[src/sv/weighted_random_sample_hold_top_macros.svh]
// Assertion shorthands, clocked on i_clk and quiet in reset.
`ifndef WEIGHTED_RANDOM_SAMPLE_HOLD_TOP_MACROS_SVH
`define WEIGHTED_RANDOM_SAMPLE_HOLD_TOP_MACROS_SVH

// Same-cycle implication.
`define WRSH_ASSERT(label, ante, cons, msg) \
    label: assert property (@(posedge i_clk) disable iff (!i_rst_n) (ante) |-> (cons)) \
        else $error(msg);

// Next-cycle implication.
`define WRSH_ASSERT_NEXT(label, ante, cons, msg) \
    label: assert property (@(posedge i_clk) disable iff (!i_rst_n) (ante) |=> (cons)) \
        else $error(msg);

`endif

[src/sv/wrsh_pkg.sv]
`timescale 1ns / 1ps

package wrsh_pkg;

    localparam int TABLE_DEPTH_DEF = 4096;
    localparam int SAMPLE_BITS_DEF = 24;

    localparam int CUM_W    = 28;   // cumulative weight width
    localparam int WEIGHT_W = 16;
    localparam int VAL_W    = 32;   // Q16.16 word
    localparam int PERIOD_W = 24;
    localparam int ADDR_W   = 5;
    localparam int DATA_W   = 32;

    localparam logic [31:0]         LFSR_MASK  = 32'h8020_0003;
    localparam logic [31:0]         LFSR_SEED  = 32'hFFFF_FFFF;
    localparam logic [PERIOD_W-1:0] PERIOD_RST = PERIOD_W'(50);
    localparam logic [VAL_W-1:0]    SAT_MAX    = 32'h7FFF_FFFF;

    typedef enum logic [1:0] {
        FUNC_CLEAR   = 2'd0,
        FUNC_APPEND  = 2'd1,
        FUNC_SAMPLE  = 2'd2,
        FUNC_RESTART = 2'd3
    } t_func;

    localparam logic [2:0] REG_PERIOD   = 3'd0;
    localparam logic [2:0] REG_NORM_LIM = 3'd1;
    localparam logic [2:0] REG_DEFAULT  = 3'd2;
    localparam logic [2:0] REG_ACTIVE   = 3'd3;
    localparam logic [2:0] REG_EXT_TRIG = 3'd4;

    // Divider status back to the sequencer.
    typedef struct packed {
        logic busy;
        logic done;
    } t_div_stat;

endpackage

[src/sv/wrsh_div.sv]
`timescale 1ns / 1ps

// Restoring divider, one quotient bit per cycle.
module wrsh_div #(
    parameter int DW = 45,
    parameter int VW = 13
) (
    input  logic                i_clk,
    input  logic                i_rst_n,
    input  logic                i_start,
    input  logic [DW-1:0]       i_dividend,
    input  logic [VW-1:0]       i_divisor,
    output wrsh_pkg::t_div_stat o_stat,
    output logic [DW-1:0]       o_quot
);

    import wrsh_pkg::*;

    localparam int CNTW = $clog2(DW + 1);

    logic            r_busy;
    logic            r_done;
    logic [CNTW-1:0] r_cnt;
    logic [VW-1:0]   r_rem;
    logic [DW-1:0]   r_q;
    logic [VW-1:0]   r_dv;

    logic [VW:0] w_rem_sh;
    logic [VW:0] w_diff;
    logic        w_ge;

    assign w_rem_sh = {r_rem, r_q[DW-1]};
    assign w_ge     = w_rem_sh >= {1'b0, r_dv};
    assign w_diff   = w_rem_sh - {1'b0, r_dv};

    always_ff @(posedge i_clk) begin
        if (!i_rst_n) begin
            r_busy <= 1'b0;
            r_done <= 1'b0;
            r_cnt  <= '0;
        end else begin
            r_done <= 1'b0;
            if (i_start) begin
                r_busy <= 1'b1;
                r_cnt  <= CNTW'(DW);
                r_rem  <= '0;
                r_q    <= i_dividend;
                r_dv   <= i_divisor;
            end else if (r_busy) begin
                // remainder stays below the divisor, so VW bits hold it
                r_rem <= w_ge ? w_diff[VW-1:0] : w_rem_sh[VW-1:0];
                r_q   <= {r_q[DW-2:0], w_ge};
                r_cnt <= r_cnt - CNTW'(1);
                if (r_cnt == CNTW'(1)) begin
                    r_busy <= 1'b0;
                    r_done <= 1'b1;
                end
            end
        end
    end

    assign o_stat.busy = r_busy;
    assign o_stat.done = r_done;
    assign o_quot      = r_q;

endmodule

[config.mk]
export PLATFORM = sky130hd
export DESIGN_NAME = wrsh_div
export DESIGN_NICKNAME = d
export VERILOG_FILES = /design/src/sv/weighted_random_sample_hold_top_macros.svh /design/src/sv/wrsh_pkg.sv /design/src/sv/wrsh_div.sv
export SDC_FILE = /design/constraint.sdc
export NUM_CORES = 1
export LEC_CHECK = 0
export ABC_AREA = 1
export BUFFER_PORTS_ARGS = -buffer_cell sky130_fd_sc_hd__buf_2
export CAP_MARGIN = 20
export CELL_PAD_IN_SITES_DETAIL_PLACEMENT = 1
export CELL_PAD_IN_SITES_GLOBAL_PLACEMENT = 2
export CORE_AREA = 3 3 134 104
export DETAILED_ROUTE_END_ITERATION = 16
export DIE_AREA = 0 0 137 107
export PLACE_DENSITY_LB_ADDON = 0.1
export SLEW_MARGIN = 20
export SYNTH_ARGS = -nofsm -noshare
export SYNTH_HDL_FRONTEND = slang
export SYNTH_SLANG_ARGS = --single-unit
[constraint.sdc]
create_clock -name i_clk -period 5 [get_ports i_clk]
set_input_delay 1 -clock i_clk [delete_from_list [all_inputs] [get_ports i_clk]]
set_output_delay 1 -clock i_clk [all_outputs]
set_load 0.01 [all_outputs]
== Word level (Yosys, flattened, before mapping) ==
Index checks and enable logic that the tools add are counted.

* Register bits: 79
* Input port bits: 61
* Output and inout bits: 47
* Word-level logic and storage cells: 28

* $add $sub $neg: 2
* Magnitude comparators: 1
* Equality and inequality tests: 1
* Muxes and demuxes: 10
* Bitwise operators: 2
* Reduce and logical (&&, ||, !) cells: 5

{| class="wikitable"
|+ Operators by type and width
! operator !! count
|-
| 2-to-1 mux 45 bit || 2
|-
| 2-to-1 mux 13 bit || 2
|-
| >= comparator 14 x 13 -> 1 bit || 1
|-
| subtractor 13 bit || 1
|-
| 2-to-1 mux 6 bit || 2
|-
| equality test 6 x 1 -> 1 bit, second input constant || 1
|-
| subtractor 6 x 1 -> 6 bit, second input constant || 1
|-
| 2-to-1 mux 1 bit || 4
|-
| AND reduction 2 bit || 2
|-
| OR reduction 3 bit || 1
|-
| inverter 1 bit || 2
|-
| nonzero test 2 bit || 1
|-
| OR reduction 2 bit || 1
|}

== Logic depth before layout (Yosys ltp) ==
* Depth after elaboration: 4
* Gate-level depth with buffers: 14
* Gate-level depth less buffers: 14

== Worst setup path after synthesis ==
Ideal clock, no wire load.

* Path type: input -> register
* Start: input port i_start
* End: register r_q[0], in the netlist o_quot[0], enable pin
* Library setup time: 0.417 ns
* Arrival time: 2.818 ns
* Required time: 4.583 ns
* Slack: 1.765 ns
* Cell stages on the path: 4
* Path buffers: 2
* Cell sequence: clkbuf_1 clkbuf_1 nand2_1 nand2_1

* Cells in the longest elaborated chain, start to end: 2

{| class="wikitable"
|+ Ends and longest elaborated chain
! element !! RTL line !! RTL
|-
| start: declaration || wrsh_div.sv:10 || <nowiki>input logic i_start,</nowiki>
|-
| nonzero test 2 bit (no line) || n/a ||
|-
| AND reduction 2 bit (no line) || n/a ||
|-
| end signal: assignment || wrsh_div.sv:47 || <nowiki>r_q <= i_dividend;</nowiki>
|-
| end signal: assignment || wrsh_div.sv:52 || <nowiki>r_q <= {r_q[DW-2:0], w_ge};</nowiki>
|-
| end: declaration || wrsh_div.sv:25 || <nowiki>logic [DW-1:0] r_q;</nowiki>
|}

No other way between the ends.
A chain may end at the register's enable or synchronous reset.

==> run metrics <==
outcome=completed; crit path time final=2.95 ns; antenna-violating nets left=0; Starting Density=roughly a third; leakage power=2.52 nW; Hold Violations, Final=0; Distinct cells, synth=31; Tcrit/Tclk final=58.9%; power per cell area=367 mW/mm2; Most used DFF post-synth=edfxtp_1; mean post-synth cell area=8.75 um2; Rows=36; placed inst area=between 0.004 and 0.005 mm2; Syn. warnings=0; worst path required time=just over 5 ns; Max Clock Freq=339 MHz; cells after synthesis=475; DRC Markers=0; met1 Use GR=a little under a quarter; clock skew=0.00928 ns; synthesis-to-layout area growth=23.0%; Ant. Diodes=0; detailed placement HPWL=8270 um; Routed wire per std cell=14.8 um; peak supply drop=0.172 mV; endpoints failing setup=0; worst-path maximum fanout=60; crit-path cells=buf_2, buf_4, clkinv_2, nand2_1, nand2_1, nand2_1, inv_1; Hold Buf Count CTS=0; All-Layer GR Usage=16.0%; area occupied by multi-input gates=0.00158 mm2; startpoint types=primary input; Worst path depth=7; Syn Std Cell Area=0.00415 mm2; register area=roughly 0.0023 mm2; post-synthesis sequential area ratio=55.2%; initial antenna violation count=1; vias in the first global route=3558; Die Y-Extent=roughly 110 um; Slowest cell on crit path=clkinv_2; gr busiest metal=met1; CP delay by family, top=buffers and inverters; dpl cells=740; # resized after CTS=0; CTS H-tree depth=3; Worst Min Path Start=r_cnt[1]; Inserted Clock Buffers=9; Boundary Pins=108; worst-case clock buffer depth=2; unrepaired setup endpoints after global routing=false; clock-pin slew on the worst setup and hold paths=~0.06 ns; pins over their slew limit=0; Largest stage delay, worst path=0.77 ns; max cap viols=0; layout cell share with drive strength beyond 1=25.8%; Final GP Congestion=0.741; first-pass GRT wire length=18300 um; Worst Setup End Kind=flip-flop; critical path launch point=i_start; die area=0.0147 mm2; setup slack at placement=1.92 ns; worst skew pair latency=0.34 ns; Layout Utilization=39.9%; Post-Route WL=11200 um; register bit total from synthesis=79; met2 usage=22.3%; layout filler cell count=1588; reg2reg path depth=14; Final Cell Area=0.00511 mm2; commonest non-fill, non-tap cells in the layout=199 x nand2_1, 107 x buf_2, 71 x edfxtp_1; post-CTS setup buffers=0; fin nets=around 660; vias per cell=4.44; Via Count=between 3000 and 4000; commonest non-fill, non-tap cell in the layout=nand2_1; CP Capture Point=r_rem[9]; IO buf count=107; pin count of the biggest net entering global routing=61; Die Wd=137 um; hold depth=2; post-route insts no fill=756; Post-synth EDFFs=slightly above 70; setup_tns=0 ns; FFs w/ async S/R, synth=0%; hold crit path type=flip-flop to flip-flop; worst slew pin tran=approximately 0.89 ns; top-area cell type share of the netlist area=between 50% and 60%; Crit path top cell by count=nand2_1; CTS tree=built; drt pass-1 iters=5; worst reg-to-reg setup slack=2.45 ns; critical path buffer and inverter count=4; initial DRC count=155; Root Driver=clkbuf_16; Synthesized Nets=552; largest cells by area after synthesis=edfxtp_1 51%, nand2_1 18%, inv_1 4.7%; reg2reg start=o_quot[44]; R2R Path End=r_rem[9]; core footprint=0.0128 mm2; PnR worst setup slack=about 2.1 ns; met3 Usage GRT=4.92%; Clock Sinks=79; GR Overflow Total=0; CP arrival=3.04 ns; largest area contributor in the netlist=edfxtp_1; Max-slew headroom=40.7%; Setup CP Type=primary input to flip-flop
[layer usage]
layer / part of all wire (%) / routed length [um]
met3: 6.2 / 697
met4: 0.86 / 97
met1: 53 / 5940
met5: 0.062 / 7
met2: 40 / 4480
[per-stage QoR]
stage          power [mW]  hold slack [ns]
3_3_place_gp         1.28            0.480
5_1_grt              1.99            0.551
2_1_floorplan        1.14            0.461
6_report             1.87            0.492
3_5_place_dp         1.28            0.488
4_1_cts              1.90            0.495
[tightest hold or removal path: stages, from the launching register on]
cell	delay (ns)
dfxtp_1	0.31
nor2_1	0.08
a211oi_1	0.05
[registers in the layout, indices dropped and copies added, names as in the netlist]
name	flops
r_done	1
r_dv	13
o_quot	45
r_busy	1
r_cnt	6
r_rem	13
[worst min-delay path by stage]
stage                    end  slack, ns
floorplan           r_cnt[1]       0.46
global placement    r_cnt[1]       0.48
detailed placement  r_cnt[1]       0.49
CTS                 r_cnt[1]       0.50
global route        r_cnt[1]       0.55
finish              r_cnt[1]       0.49
[area by class of cell]
type	instances	area share, %
tap	171	4.19
timing repair buffer	109	10.8
clock buffer	11	4.56
multi-input combinational	326	30.9
clock inverter	5	0.637
sequential	79	44.9
inverter	55	4.07
[power by group]
| part | switching [mW] | leakage (nW) | internal [mW] |
|---|---|---|---|
| Combinational | 0.270 | 1.64 | 0.153 |
| Clock | 0.270 | 0.125 | 0.336 |
| Sequential | 0.0405 | 0.755 | 0.803 |
| Total | 0.580 | 2.52 | 1.29 |
[kinds of logic after synthesis]
logic type	synth area share [%]
AND/OR/NAND/NOR	27.5
flip-flops	55.2
buffers and inverters	6.99
AO/OA/AOI/OAI	4.10
adder cells (fa/ha/maj)	5.00
XOR/XNOR	1.27
[Yosys cell counts (all sizes together), types with 2 or more instances]
library cell,instances
dfxtp,8
nand4,2
clkbuf,9
a21oi,7
o21ai,15
edfxtp,71
buf,6
xor2,3
inv,54
o21bai,2
xnor2,3
nand2,206
nor2,48
nor4,2
nand3,17
ha,15
No activity file was read; power rests on OpenSTA's default activity.
